File: config.mk
export PLATFORM = sky130hd
export DESIGN_NAME = register_descriptor_allocator
export DESIGN_NICKNAME = d
export VERILOG_FILES = /design/src/design/rda_pkg.sv /design/src/design/rda_key_store.sv /design/src/design/register_descriptor_allocator.sv
export SDC_FILE = /design/constraint.sdc
export NUM_CORES = 1
export LEC_CHECK = 0
export BUFFER_PORTS_ARGS = -buffer_cell sky130_fd_sc_hd__buf_2
export CORE_MARGIN = 2
export CORE_UTILIZATION = 60
export DETAILED_ROUTE_END_ITERATION = 16
export GPL_TIMING_DRIVEN = 0
export HOLD_SLACK_MARGIN = 0.05
export PLACE_DENSITY_LB_ADDON = 0.12
export SYNTH_ARGS = -nofsm -noshare
export SYNTH_HDL_FRONTEND = slang
export SYNTH_HIERARCHICAL = 1
export SYNTH_SLANG_ARGS = --single-unit
File: constraint.sdc
create_clock -name clk -period 8.05 [get_ports clk]
set_input_delay 0.805 -clock clk [delete_from_list [all_inputs] [get_ports clk]]
set_output_delay 0.805 -clock clk [all_outputs]
set_load 0.005 [all_outputs]
File: src/design/rda_pkg.sv
`timescale 1ns / 1ps
// ----------------------------------------------------------------------------
// rda_pkg
// shared constants, types and helpers of the register descriptor allocator
// ----------------------------------------------------------------------------
package rda_pkg;

  localparam int NUM_SLOTS      = 18;
  localparam int FIRST_SLOT_REG = 8;
  localparam int NAME_ID_WIDTH  = 16;
  localparam int OFFSET_WIDTH   = 16;

  localparam int SLOT_W = (NUM_SLOTS > 1) ? $clog2(NUM_SLOTS) : 1;

  typedef logic [SLOT_W-1:0]        slot_idx_t;
  typedef logic [NAME_ID_WIDTH-1:0] id_t;
  typedef logic [OFFSET_WIDTH-1:0]  off_t;
  typedef logic [4:0]               reg_num_t;

  localparam logic [1:0] MODE_READ  = 2'd0;
  localparam logic [1:0] MODE_WRITE = 2'd1;
  localparam logic [1:0] MODE_FLUSH = 2'd2;
  localparam logic [1:0] MODE_END   = 2'd3;

  typedef struct packed {
    logic      en;
    slot_idx_t addr;
    id_t       id;
    off_t      off;
  } key_wr_t;

  function automatic reg_num_t reg_of_slot(slot_idx_t s);
    logic [5:0] sum;
    sum = 6'(FIRST_SLOT_REG) + 6'(s);
    return sum[4:0];
  endfunction

  function automatic reg_num_t reg_offset(reg_num_t r);
    return r - 5'(FIRST_SLOT_REG);
  endfunction

  function automatic logic reg_is_slot(reg_num_t r);
    return 6'(reg_offset(r)) < 6'(NUM_SLOTS);
  endfunction

  function automatic logic is_avoided(reg_num_t r, reg_num_t a1, reg_num_t a2);
    return ((a1 != 5'd0) && (r == a1)) || ((a2 != 5'd0) && (r == a2));
  endfunction

endpackage

File: src/design/rda_key_store.sv
`timescale 1ns / 1ps
// ----------------------------------------------------------------------------
// rda_key_store
// slot key registers with one read port and the shared key comparator
// ----------------------------------------------------------------------------
module rda_key_store (
  input  logic              clk,
  input  rda_pkg::key_wr_t  wr,
  input  rda_pkg::slot_idx_t rd_addr,
  input  rda_pkg::id_t      cmp_id,
  input  rda_pkg::off_t     cmp_off,
  output rda_pkg::id_t      rd_id,
  output rda_pkg::off_t     rd_off,
  output logic              match
);
  import rda_pkg::*;

  id_t  key_id_r  [NUM_SLOTS];
  off_t key_off_r [NUM_SLOTS];

  always_ff @(posedge clk) begin
    if (wr.en) begin
      key_id_r[wr.addr]  <= wr.id;
      key_off_r[wr.addr] <= wr.off;
    end
  end

  assign rd_id  = key_id_r[rd_addr];
  assign rd_off = key_off_r[rd_addr];
  assign match  = (rd_id == cmp_id) && (rd_off == cmp_off);

endmodule

File: src/design/register_descriptor_allocator.sv
`timescale 1ns / 1ps
// ----------------------------------------------------------------------------
// register_descriptor_allocator
// Maps variable keys onto a small set of registers with write-back spilling.
// Input channel (in_*): one transfer per request. Read and write accesses
// give one result; flush and end of function give one result per slot that
// is written back (none when nothing is dirty), the final one with out_last.
// An access walks the slots one per cycle through a single key comparator;
// a hit ends the walk early. A round-robin victim search follows when every
// slot is dirty or avoided, and a commit step ends the access, waiting while
// its result cannot be loaded.
// A flush snapshots the dirty set at its transfer, then walks the slots up to
// the last written-back one, one per cycle unless a result cannot be loaded.
// in_stall stays high until the request is finished.
// The result sits in an output register; a new request is taken while it
// waits, and the block holds at its next result while a waiting result is held by out_stall.
// Reset (synchronous, rst_n low) empties every slot, clears the dirty bits
// and the round-robin pointer, and drops any pending result.
// ----------------------------------------------------------------------------
module register_descriptor_allocator (
  input  logic               clk,
  input  logic               rst_n,
  input  logic               in_valid,
  output logic               in_stall,
  input  logic [1:0]         in_mode,
  input  logic [15:0]        in_var_id,
  input  logic               in_var_segment,
  input  logic signed [15:0] in_var_offset,
  input  logic [4:0]         in_avoid_first,
  input  logic [4:0]         in_avoid_second,
  output logic               out_valid,
  input  logic               out_stall,
  output logic [4:0]         out_reg_number,
  output logic               out_load_needed,
  output logic               out_spill_valid,
  output logic [15:0]        out_spill_var_id,
  output logic               out_spill_segment,
  output logic signed [15:0] out_spill_offset,
  output logic               out_last
);
  import rda_pkg::*;

  localparam logic [2:0] ST_IDLE   = 3'd0;
  localparam logic [2:0] ST_SCAN   = 3'd1;
  localparam logic [2:0] ST_RR     = 3'd2;
  localparam logic [2:0] ST_COMMIT = 3'd3;
  localparam logic [2:0] ST_FLUSH  = 3'd4;

  localparam slot_idx_t LAST_IDX = SLOT_W'(NUM_SLOTS - 1);

  logic [2:0]           state_r, state_nxt;
  slot_idx_t            idx_r, idx_nxt;
  slot_idx_t            victim_r, victim_nxt;
  slot_idx_t            free_idx_r, free_idx_nxt;
  slot_idx_t            clean_idx_r, clean_idx_nxt;
  logic                 free_found_r, free_found_nxt;
  logic                 clean_found_r, clean_found_nxt;
  logic                 hit_r, hit_nxt;
  reg_num_t             rr_reg_r, rr_reg_nxt;
  logic [4:0]           rr_cnt_r, rr_cnt_nxt;
  logic                 honor_r, honor_nxt;
  reg_num_t             evict_ptr_r, evict_ptr_nxt;
  logic [NUM_SLOTS-1:0] slot_valid_r, slot_valid_nxt;
  logic [NUM_SLOTS-1:0] slot_dirty_r, slot_dirty_nxt;
  logic [NUM_SLOTS-1:0] slot_seg_r, slot_seg_nxt;
  logic [NUM_SLOTS-1:0] mask_r, mask_nxt;
  logic                 out_valid_r, out_valid_nxt;

  logic [1:0] mode_q_r;
  id_t        id_q_r;
  off_t       off_q_r;
  logic       seg_q_r;
  reg_num_t   avoid1_r;
  reg_num_t   avoid2_r;

  logic [4:0]  out_reg_r;
  logic        out_load_r;
  logic        out_spill_r;
  logic [15:0] out_id_r;
  logic        out_seg_r;
  logic [15:0] out_off_r;
  logic        out_last_r;

  logic [4:0]  out_reg_nxt;
  logic        out_load_nxt;
  logic        out_spill_nxt;
  logic [15:0] out_id_nxt;
  logic        out_seg_nxt;
  logic [15:0] out_off_nxt;
  logic        out_last_nxt;
  logic        out_load_en;

  logic                 in_xfer;
  logic                 out_free;
  slot_idx_t            rd_addr;
  id_t                  rd_id;
  off_t                 rd_off;
  logic                 key_match;
  key_wr_t              key_wr;
  reg_num_t             cur_reg;
  reg_num_t             cand;
  reg_num_t             cand_off;
  logic                 cand_ok;
  logic                 scan_hit;
  logic [NUM_SLOTS-1:0] idx_bit;

  assign in_stall = (state_r != ST_IDLE);
  assign in_xfer  = in_valid && !in_stall;
  assign out_free = !out_valid_r || !out_stall;

  assign rd_addr  = (state_r == ST_COMMIT) ? victim_r : idx_r;
  assign cur_reg  = reg_of_slot(idx_r);
  assign cand     = rr_reg_r + 5'd1;
  assign cand_off = reg_offset(cand);
  assign cand_ok  = reg_is_slot(cand) && (!honor_r || !is_avoided(cand, avoid1_r, avoid2_r));
  assign scan_hit = slot_valid_r[idx_r] && key_match && (slot_seg_r[idx_r] == seg_q_r);
  assign idx_bit  = NUM_SLOTS'(1) << idx_r;

  assign key_wr.en   = (state_r == ST_COMMIT) && out_free && !hit_r;
  assign key_wr.addr = victim_r;
  assign key_wr.id   = id_q_r;
  assign key_wr.off  = off_q_r;

  rda_key_store u_key_store (
    .clk     (clk),
    .wr      (key_wr),
    .rd_addr (rd_addr),
    .cmp_id  (id_q_r),
    .cmp_off (off_q_r),
    .rd_id   (rd_id),
    .rd_off  (rd_off),
    .match   (key_match)
  );

  always_comb begin
    state_nxt       = state_r;
    idx_nxt         = idx_r;
    victim_nxt      = victim_r;
    free_idx_nxt    = free_idx_r;
    clean_idx_nxt   = clean_idx_r;
    free_found_nxt  = free_found_r;
    clean_found_nxt = clean_found_r;
    hit_nxt         = hit_r;
    rr_reg_nxt      = rr_reg_r;
    rr_cnt_nxt      = rr_cnt_r;
    honor_nxt       = honor_r;
    evict_ptr_nxt   = evict_ptr_r;
    slot_valid_nxt  = slot_valid_r;
    slot_dirty_nxt  = slot_dirty_r;
    slot_seg_nxt    = slot_seg_r;
    mask_nxt        = mask_r;
    out_load_en     = 1'b0;
    out_reg_nxt     = out_reg_r;
    out_load_nxt    = 1'b0;
    out_spill_nxt   = 1'b0;
    out_id_nxt      = 16'd0;
    out_seg_nxt     = 1'b0;
    out_off_nxt     = 16'd0;
    out_last_nxt    = 1'b1;

    case (state_r)
      ST_IDLE: begin
        if (in_xfer) begin
          idx_nxt = '0;
          if (in_mode == MODE_READ || in_mode == MODE_WRITE) begin
            free_found_nxt  = 1'b0;
            clean_found_nxt = 1'b0;
            state_nxt       = ST_SCAN;
          end else begin
            mask_nxt = slot_valid_r & slot_dirty_r &
                       ((in_mode == MODE_FLUSH) ? {NUM_SLOTS{1'b1}} : slot_seg_r);
            slot_valid_nxt = '0;
            slot_dirty_nxt = '0;
            state_nxt      = ST_FLUSH;
          end
        end
      end

      ST_SCAN: begin
        if (scan_hit) begin
          hit_nxt    = 1'b1;
          victim_nxt = idx_r;
          state_nxt  = ST_COMMIT;
        end else begin
          if (!free_found_r && !slot_valid_r[idx_r]) begin
            free_found_nxt = 1'b1;
            free_idx_nxt   = idx_r;
          end
          if (!clean_found_r && !slot_dirty_r[idx_r] &&
              !is_avoided(cur_reg, avoid1_r, avoid2_r)) begin
            clean_found_nxt = 1'b1;
            clean_idx_nxt   = idx_r;
          end
          if (idx_r == LAST_IDX) begin
            hit_nxt = 1'b0;
            if (free_found_nxt) begin
              victim_nxt = free_idx_nxt;
              state_nxt  = ST_COMMIT;
            end else if (clean_found_nxt) begin
              victim_nxt = clean_idx_nxt;
              state_nxt  = ST_COMMIT;
            end else begin
              rr_reg_nxt = evict_ptr_r;
              rr_cnt_nxt = 5'd0;
              honor_nxt  = 1'b1;
              state_nxt  = ST_RR;
            end
          end else begin
            idx_nxt = idx_r + SLOT_W'(1);
          end
        end
      end

      ST_RR: begin
        if (cand_ok) begin
          evict_ptr_nxt = cand;
          victim_nxt    = cand_off[SLOT_W-1:0];
          state_nxt     = ST_COMMIT;
        end else begin
          rr_reg_nxt = cand;
          rr_cnt_nxt = rr_cnt_r + 5'd1;
          if (rr_cnt_r == 5'd31) begin
            honor_nxt = 1'b0;
          end
        end
      end

      ST_COMMIT: begin
        if (out_free) begin
          out_load_en  = 1'b1;
          out_reg_nxt  = reg_of_slot(victim_r);
          out_load_nxt = !hit_r && (mode_q_r == MODE_READ);
          if (!hit_r && slot_dirty_r[victim_r]) begin
            out_spill_nxt = 1'b1;
            out_id_nxt    = 16'(rd_id);
            out_seg_nxt   = slot_seg_r[victim_r];
            out_off_nxt   = 16'(rd_off);
          end
          if (!hit_r) begin
            slot_valid_nxt[victim_r] = 1'b1;
            slot_seg_nxt[victim_r]   = seg_q_r;
            slot_dirty_nxt[victim_r] = (mode_q_r == MODE_WRITE);
          end else if (mode_q_r == MODE_WRITE) begin
            slot_dirty_nxt[victim_r] = 1'b1;
          end
          state_nxt = ST_IDLE;
        end
      end

      ST_FLUSH: begin
        if (mask_r == '0) begin
          state_nxt = ST_IDLE;
        end else if (!mask_r[idx_r]) begin
          idx_nxt = idx_r + SLOT_W'(1);
        end else if (out_free) begin
          out_load_en   = 1'b1;
          out_reg_nxt   = cur_reg;
          out_spill_nxt = 1'b1;
          out_id_nxt    = 16'(rd_id);
          out_seg_nxt   = slot_seg_r[idx_r];
          out_off_nxt   = 16'(rd_off);
          out_last_nxt  = ((mask_r & ~idx_bit) == '0);
          mask_nxt      = mask_r & ~idx_bit;
          idx_nxt       = idx_r + SLOT_W'(1);
        end
      end

      default: begin
        state_nxt = ST_IDLE;
      end
    endcase

    if (out_load_en) begin
      out_valid_nxt = 1'b1;
    end else if (out_valid_r && !out_stall) begin
      out_valid_nxt = 1'b0;
    end else begin
      out_valid_nxt = out_valid_r;
    end
  end

  always_ff @(posedge clk) begin
    if (!rst_n) begin
      state_r       <= ST_IDLE;
      idx_r         <= '0;
      victim_r      <= '0;
      free_idx_r    <= '0;
      clean_idx_r   <= '0;
      free_found_r  <= 1'b0;
      clean_found_r <= 1'b0;
      hit_r         <= 1'b0;
      rr_reg_r      <= '0;
      rr_cnt_r      <= '0;
      honor_r       <= 1'b1;
      evict_ptr_r   <= '0;
      slot_valid_r  <= '0;
      slot_dirty_r  <= '0;
      slot_seg_r    <= '0;
      mask_r        <= '0;
      out_valid_r   <= 1'b0;
    end else begin
      state_r       <= state_nxt;
      idx_r         <= idx_nxt;
      victim_r      <= victim_nxt;
      free_idx_r    <= free_idx_nxt;
      clean_idx_r   <= clean_idx_nxt;
      free_found_r  <= free_found_nxt;
      clean_found_r <= clean_found_nxt;
      hit_r         <= hit_nxt;
      rr_reg_r      <= rr_reg_nxt;
      rr_cnt_r      <= rr_cnt_nxt;
      honor_r       <= honor_nxt;
      evict_ptr_r   <= evict_ptr_nxt;
      slot_valid_r  <= slot_valid_nxt;
      slot_dirty_r  <= slot_dirty_nxt;
      slot_seg_r    <= slot_seg_nxt;
      mask_r        <= mask_nxt;
      out_valid_r   <= out_valid_nxt;
    end
  end

  // request and result payload
  always_ff @(posedge clk) begin
    if (in_xfer) begin
      mode_q_r <= in_mode;
      id_q_r   <= NAME_ID_WIDTH'(in_var_id);
      off_q_r  <= OFFSET_WIDTH'($unsigned(in_var_offset));
      seg_q_r  <= in_var_segment;
      avoid1_r <= in_avoid_first;
      avoid2_r <= in_avoid_second;
    end
    if (out_load_en) begin
      out_reg_r   <= out_reg_nxt;
      out_load_r  <= out_load_nxt;
      out_spill_r <= out_spill_nxt;
      out_id_r    <= out_id_nxt;
      out_seg_r   <= out_seg_nxt;
      out_off_r   <= out_off_nxt;
      out_last_r  <= out_last_nxt;
    end
  end

  assign out_valid         = out_valid_r;
  assign out_reg_number    = out_reg_r;
  assign out_load_needed   = out_load_r;
  assign out_spill_valid   = out_spill_r;
  assign out_spill_var_id  = out_id_r;
  assign out_spill_segment = out_seg_r;
  assign out_spill_offset  = $signed(out_off_r);
  assign out_last          = out_last_r;

  // a dirty slot is always occupied
  a_dirty_valid: assert property (@(posedge clk) disable iff (!rst_n)
    (slot_dirty_r & ~slot_valid_r) == '0)
    else $error("dirty bit set on an empty slot");

  // flush and end of function empty every slot
  a_flush_clears: assert property (@(posedge clk) disable iff (!rst_n)
    (in_xfer && (in_mode == MODE_FLUSH || in_mode == MODE_END)) |=> (slot_valid_r == '0))
    else $error("slots still occupied after flush transfer");

  // round robin only runs with every slot occupied
  a_rr_full: assert property (@(posedge clk) disable iff (!rst_n)
    (state_r == ST_RR) |-> (&slot_valid_r))
    else $error("victim search started with a free slot");

  // no result overwrites one still waiting
  a_out_no_overrun: assert property (@(posedge clk) disable iff (!rst_n)
    out_load_en |-> !(out_valid_r && out_stall))
    else $error("result register loaded while stalled");

endmodule

# After elaboration in Yosys (flattened, before gate mapping)
# Memory sizes are Yosys's and may differ from the RTL's.
# Index checks and enable logic that the tools add are counted.
[classes] add_sub_neg=6 magnitude_cmp=4 n_eq_ne=37 shift=1 mux=125 n_bitwise=11 n_reduce_logical=66
[op_table] operator="$mux 18" n=13
[op_table] operator="$mux 16" n=10
[op_table] operator="$mux 5" n=28
[op_table] operator="$pmux 18 s2" n=3
[op_table] operator="$pmux 16 s2" n=2
[op_table] operator="$and 18x18->18" n=3
[op_table] operator="$mux 1" n=41
[op_table] operator="$pmux 5 s2" n=4
[op_table] operator="$bwmux 18" n=2
[op_table] operator="$logic_not 18->1" n=2
[op_table] operator="$or 18x18->18" n=2
[op_table] operator="$ne 2x2->1 const B" n=17
[op_table] operator="$eq 16x16->1" n=2
[op_table] operator="$bmux 1 s5" n=6
[op_table] operator="$reduce_and 6->1" n=4
[op_table] operator="$mux 3" n=7
[op_table] operator="$eq 5x5->1" n=4
[op_table] operator="$logic_and 1x1->1" n=18
[op_table] operator="$not 18->18" n=1
[op_table] operator="$shl 1x5->18 const A" n=1
[op_table] operator="$add 5x1->5 const B" n=3
[op_table] operator="$pmux 3 s5" n=1
[op_table] operator="$pmux 5 s3" n=1
[op_table] operator="$reduce_and 5->1" n=3
[op_table] operator="30 further kinds" n=72
[word_totals] reg_bits=201 ram_bits=576 inputBits=49 out_inout_bits=43 n_memories=2
[mem_list] name="u_key_store.key_id_r" words=18 width=16 rd=1 rd_ports_with_merged_regs=0 write_ports=1 line="rda_key_store.sv:18" text="id_t key_id_r [NUM_SLOTS];"
[mem_list] name="u_key_store.key_off_r" words=18 width=16 rd=1 rd_ports_with_merged_regs=0 write_ports=1 line="rda_key_store.sv:19" text="off_t key_off_r [NUM_SLOTS];"

# Logic depth before layout (Yosys ltp)
[depth] word_depth=14 ltp_mapped=26

# Cells and area by module
# Netlist, hierarchy kept.
[modules_own_cells] module="rda_key_store" instances=1 cells_each=1272 area_each_um2=23653.9 seq_area_each_um2=17296.6
[modules_own_cells] module="register_descriptor_allocator" instances=1 cells_each=1021 area_each_um2=10079.7 seq_area_each_um2=4884.7

# Worst setup path before layout
# No wires, ideal clock.
[synth_path] path_type="input port to flip-flop" from="in out_stall" to="mem u_key_store/key_id_r[0][0] in the netlist's numbering (enable)" setup_ns=0.501 t_arrival_ns=5.352 t_required_ns=7.549 path_slack_ns=2.196 cell_stages=7 n_path_buf=2 cell_sequence="and2_1 or3_1 clkbuf_1 clkbuf_1 clkinv_1 or3b_2 nor4_1"
[synth_rtl] item="from (decl)" line="register_descriptor_allocator.sv:32" text="input logic out_stall,"
[synth_rtl] item="to (decl)" line="rda_key_store.sv:18"

# Final worst setup path
[layout_path] from="reg victim_r[0]" to="reg victim_r[2]"
[layout_via] elab_chain_cells=8 elab_cells_between_ends=13
[layout_lines] item="from (decl)" line="register_descriptor_allocator.sv:53" text="slot_idx_t victim_r, victim_nxt;"
[layout_lines] item="from (signal assigned)" line="register_descriptor_allocator.sv:304" text="victim_r <= victim_nxt;"
[layout_lines] item="$mux 5 *" line="register_descriptor_allocator.sv:111" text="assign rd_addr = (state_r == ST_COMMIT) ? victim_r : idx_r;"
[layout_lines] item="net rd_addr[0]" line="register_descriptor_allocator.sv:95" text="slot_idx_t rd_addr;"
[layout_lines] item="$mem_v2 18x16, on equally long branches"
[layout_lines] item="$eq 16x16->1" line="rda_key_store.sv:30" text="assign match = (rd_id == cmp_id) && (rd_off == cmp_off);"
[layout_lines] item="$logic_and 1x1->1 *" line="rda_key_store.sv:30"
[layout_lines] item="net key_match" line="register_descriptor_allocator.sv:98" text="logic key_match;"
[layout_lines] item="$logic_and 1x1->1 * (2 in series)" line="register_descriptor_allocator.sv:116" text="assign scan_hit = slot_valid_r[idx_r] && key_match && (slot_seg_r[idx_r] == seg_q_r);"
[layout_lines] item="$ne 4x4->1 (no line), or another cell as far along"
[layout_lines] item="$reduce_and 4->1 (no line) / $pmux 5 s2 (equally long branches)"
# The timed path passes the listed nets; every way through them passes the cells marked *.
# A chain may end at the register's enable or synchronous reset.

==> impl_results.md <==
* Result of the run: completed
* Vias in the first global route at 21,724
* Final setup violating endpoints at 0
* Unrepaired setup endpoints after global routing: false
* Number of synthesized register bits at roughly 800
* Yosys warning total at 6
* Net Sw Frac at a little under a third
* Switching power of the nets at between 3000 and 4000 uW
* Total via count after detailed routing at about 23,000
* Detail Placement HPWL at just over 70,000 um
* Cell type contributing the most total cell area after synthesis: sky130_fd_sc_hd__edfxtp_1
* Die span in x at 241 um
* Clock buffer count from CTS at 78
* Final Hold Viols at 0
* Relative max-transition margin at 8.04%
* Beginning of the worst hold path: in_avoid_second[0]
* Launching point of the worst reg2reg path: victim_r[0]
* Maximum resistive drop on vdd at 0.181 mV
* Fmax at ~130 MHz
* Remaining number of nets flagged by the antenna check after routing at 0
* Gate count after technology mapping at about 2,300
* Clock latency reported for the late side of the worst-skew pair at ~0.63 ns
* Setup Fix Bufs, Post-CTS at 0
* Global Route Usage Sum at 36.1%
* Average size of a mapped cell at around 15 um^2
* # placed instances at around 3,200
* Total Power Consumption at 11,800 uW
* Share of the synthesized area in the top cell type at between 50% and 60%
* Clock share of power at 31.6%
* Global-route met2 utilization at 57.4%
* Maximum number of pins on one net before global-route repair at 31
* Capturing element type of the critical path: flop
* Worst Path Class, Setup: flop to flop
* Part of the cycle the worst path needs at 94.5%
* Nets at roughly 2,600
* DRC violation count after routing at 0
* Worst R2R Setup Slack at 0.45 ns
* Number of search-and-repair iterations in the first detailed-routing pass at 9
* Routability Congestion at 0.994
* Iteration-0 DRC count of the detailed router at 3,101
* First-pass GRT wire length at about 150,000 um
* Classification of the worst-slack hold path: input pin to flop
* Highest-count cells in the layout ignoring fill and taps: sky130_fd_sc_hd__edfxtp_1 (662), sky130_fd_sc_hd__mux2i_1 (148), sky130_fd_sc_hd__a21oi_1 (143), sky130_fd_sc_hd__nor2_1 (133), sky130_fd_sc_hd__nand2_1 (122)
* Post-detailed-routing wire length at a little over 100,000 um
* Async set or reset register ratio after synthesis at 0%
* Starting utilization of the core area at approximately three fifths
* Cell type of the slowest stage on the worst timing path: sky130_fd_sc_hd__clkbuf_1
* Internal portion of total power at 8090 uW
* Sequential share of the synthesized area at about two thirds
* Maximum net fanout on the critical path at 10
* Critical path, cell by cell: buf_1 > clkbuf_1 > nand2_1 > o21ai_0 > buf_6 > buf_6 > nor2b_1 > clkbuf_1 > a221oi_1 > o21ai_0 > o2bb2ai_1 > or4_1 > nor4_1 > a41oi_1 > nor4_2 > inv_1 > a31oi_1 > a21oi_1 > a22oi_1 > o211ai_1 > a21oi_1
* Maximum level of the CTS H-tree at 3
* Antenna violations before repair at 2
* Sequential fraction of design power at 42.0%
* Area of the core at ~0.055 mm^2
* Distinct cell type count after synthesis at 95
* Fraction of final layout cells with drive strength greater than 1 at 18.9%
* Die area at slightly below 0.06 mm^2
* Worst Path Arrival at just over 8 ns
* Sink of the worst hold path: avoid2_r[0]
* Count of final max-slew check failures at 0
* Average wire length per cell after detail routing at roughly 31 um
* Reg2reg path depth at 21
* Root cell of the clock tree: sky130_fd_sc_hd__clkbuf_16
* Syn Nets at around 2,400
* Most heavily used metal layer in global routing: met2
* Shortest period the worst path allows at 7.60 ns
* Max-cap viol count at 0
* Count of input and output buffers at 90
* Power per standard cell area at approximately 310 mW/mm^2
* Lkg Pwr at 0.0127 uW
* Clock transition at path regs at 0.06 ns
* Global-route met1 utilization at between 40% and 50%
* Delay contributed by the slowest stage of the critical path at around 0.89 ns
* Startpoint types: flop
* Leading cell types by total area after synthesis: sky130_fd_sc_hd__edfxtp_1 (59%), sky130_fd_sc_hd__dfxtp_1 (6.8%), sky130_fd_sc_hd__mux4_2 (6.3%), sky130_fd_sc_hd__mux2i_1 (4.4%), sky130_fd_sc_hd__a21oi_1 (2.1%)
* Final cell count without fillers at between 3,000 and 4,000
* Buf/Inv on CP at 6
* Required time of the critical path at approximately 8.6 ns
* Number of sinks on the clock net at 777
* Largest clock skew in the final design at 0.0269 ns
* Commonest non-fill, non-tap cell in the layout: sky130_fd_sc_hd__edfxtp_1
* Worst Hold Path Cells at 1
* FP Rows at 86
* Worst reg2reg endpoint: victim_r[2]
* Sum of overflow across all layers after global routing at 0
* Longest Clk Path Bufs at 3
* Count of flip-flops with a built-in enable after synthesis at around 660
* Top cell family by delay on the critical path: compound AO/OA/AOI/OAI gates
* Logic gate share of total power at a little over a quarter
* Via-to-Cell Ratio at 6.87
* Global-route track usage on met3 at 6.42%
* Top-level port count at approximately 90
* TritonCTS clock tree: done
* Worst-margin pin slew at approximately 1.4 ns
* Chip height at approximately 240 um
* Synthesis-to-layout area growth at 14.1%
* Cell Area, Synth at 0.0337 mm^2
* Most used flip-flop cell after synthesis: sky130_fd_sc_hd__edfxtp_1
layout make-up:
cell class,count,area (um^2)
flip-flops and latches,777,22200
fillers,3764,16800
multi-input cells,1330,10600
clock buffers,95,2100
repair buffers,129,1020
well taps,748,936
plain buffers,135,892
clock inverters,49,538
inverters,51,191
diodes,2,5.00
state kept, by name, indices dropped and copies added (netlist names), 18 cells and up:
register               count
u_key_store/key_off_r    288
slot_dirty_r              18
mask_r                    18
slot_valid_r              18
slot_seg_r                18
u_key_store/key_id_r     288
worst reg2reg max path: stages (launching register included):
cell and delay [ns]:
sky130_fd_sc_hd__dfxtp_1 0.60, sky130_fd_sc_hd__buf_1 0.59, sky130_fd_sc_hd__clkbuf_1 0.58, sky130_fd_sc_hd__nand2_1 0.09, sky130_fd_sc_hd__o21ai_0 0.19, sky130_fd_sc_hd__buf_6 0.19, sky130_fd_sc_hd__buf_6 0.19, sky130_fd_sc_hd__nor2b_1 0.15
sky130_fd_sc_hd__clkbuf_1 0.89, sky130_fd_sc_hd__a221oi_1 0.25, sky130_fd_sc_hd__o21ai_0 0.31, sky130_fd_sc_hd__o2bb2ai_1 0.21, sky130_fd_sc_hd__or4_1 0.55, sky130_fd_sc_hd__nor4_1 0.30, sky130_fd_sc_hd__a41oi_1 0.17, sky130_fd_sc_hd__nor4_2 0.58
sky130_fd_sc_hd__inv_1 0.09, sky130_fd_sc_hd__a31oi_1 0.45, sky130_fd_sc_hd__a21oi_1 0.27, sky130_fd_sc_hd__a22oi_1 0.47, sky130_fd_sc_hd__o211ai_1 0.22, sky130_fd_sc_hd__a21oi_1 0.19
per-layer routing:
| layer | routed length (um) | share of wire, % | vias to the layer above |
|---|---|---|---|
| li1 | - | - | 9409 |
| met1 | 38200 | 37 | 11398 |
| met2 | 48300 | 47 | 1643 |
| met3 | 11700 | 11 | 323 |
| met4 | 5340 | 5.2 | 2 |
| met5 | 11 | 0.011 | - |
per-stage QoR:
step           hold WS (ns)  area [um^2]  utilization, %  TNS (ns)  setup WS [ns]
2_1_floorplan         0.444        33700               -         0           2.20
3_3_place_gp          0.463        35100            63.5   -184.75          -2.51
3_5_place_dp          0.471        35800            64.8         0          0.242
4_1_cts               0.311        38500            69.5         0          0.267
5_1_grt               0.327        38500            69.6         0         0.0213
6_report              0.342        38500            69.6         0          0.445
cells by family (layout without fill, tap and decap cells):
family / Yosys count / in the layout / synth area share (%)
flip-flops: 777 / 777 / 65.8
AND/OR/NAND/NOR: 505 / 505 / 7.36
AO/OA/AOI/OAI: 475 / 475 / 9.24
multiplexers: 280 / 280 / 12.5
buffers and inverters: 186 / 459 / 3.20
XOR/XNOR: 56 / 56 / 1.45
adder cells (fa/ha/maj): 14 / 14 / 0.519
other: 0 / 2 / 0
synthesized netlist by cell type (18+ instances only):
| cell type | number |
|---|---|
| sky130_fd_sc_hd__edfxtp_1 | 662 |
| sky130_fd_sc_hd__o2111ai_1 | 21 |
| sky130_fd_sc_hd__mux2i_1 | 148 |
| sky130_fd_sc_hd__mux2_2 | 25 |
| sky130_fd_sc_hd__dfxtp_1 | 115 |
| sky130_fd_sc_hd__nand3_1 | 30 |
| sky130_fd_sc_hd__o22ai_1 | 30 |
| sky130_fd_sc_hd__and2_1 | 41 |
| sky130_fd_sc_hd__a31oi_1 | 26 |
| sky130_fd_sc_hd__xor2_1 | 24 |
| sky130_fd_sc_hd__clkbuf_1 | 68 |
| sky130_fd_sc_hd__nor2b_1 | 25 |
| sky130_fd_sc_hd__a21oi_1 | 143 |
| sky130_fd_sc_hd__nor2_1 | 148 |
| sky130_fd_sc_hd__nor3_1 | 29 |
| sky130_fd_sc_hd__inv_1 | 46 |
| sky130_fd_sc_hd__mux4_2 | 94 |
| sky130_fd_sc_hd__buf_2 | 21 |
| sky130_fd_sc_hd__a221oi_1 | 21 |
| sky130_fd_sc_hd__buf_6 | 20 |
| sky130_fd_sc_hd__xnor2_1 | 32 |
| sky130_fd_sc_hd__o21ai_0 | 95 |
| sky130_fd_sc_hd__nand4_1 | 18 |
| sky130_fd_sc_hd__nand2_1 | 122 |
how the worst max path moves through the flow:
stage	slack, ns	to	cells after the start	start
2_1_floorplan	2.20	u_key_store/key_id_r[0][0]	7	out_stall
3_3_place_gp	-2.51	u_key_store/key_off_r[0][8]	8	out_stall
3_5_place_dp	0.24	rr_cnt_r[0]	22	state_r[0]
4_1_cts	0.27	rr_cnt_r[0]	22	state_r[0]
5_1_grt	0.02	victim_r[2]	21	victim_r[0]
6_report	0.45	victim_r[2]	21	victim_r[0]
timing repair:
action | in CTS | in global routing
hold buffers | 0 | 0
resized for setup | 0 | 9
setup endpoints to repair | 0 | 29
power groups by stage:
stage / registers (uW) / logic, uW / clock network [uW]
after floorplan: 4920 / 2050 / 0
final: 4970 / 3130 / 3750
after global placement: 5040 / 2980 / 0
after CTS: 4970 / 3040 / 3770
after global routing: 5000 / 3230 / 3920
after detailed placement: 5050 / 3030 / 0
No activity file was read; power rests on OpenSTA's default activity.
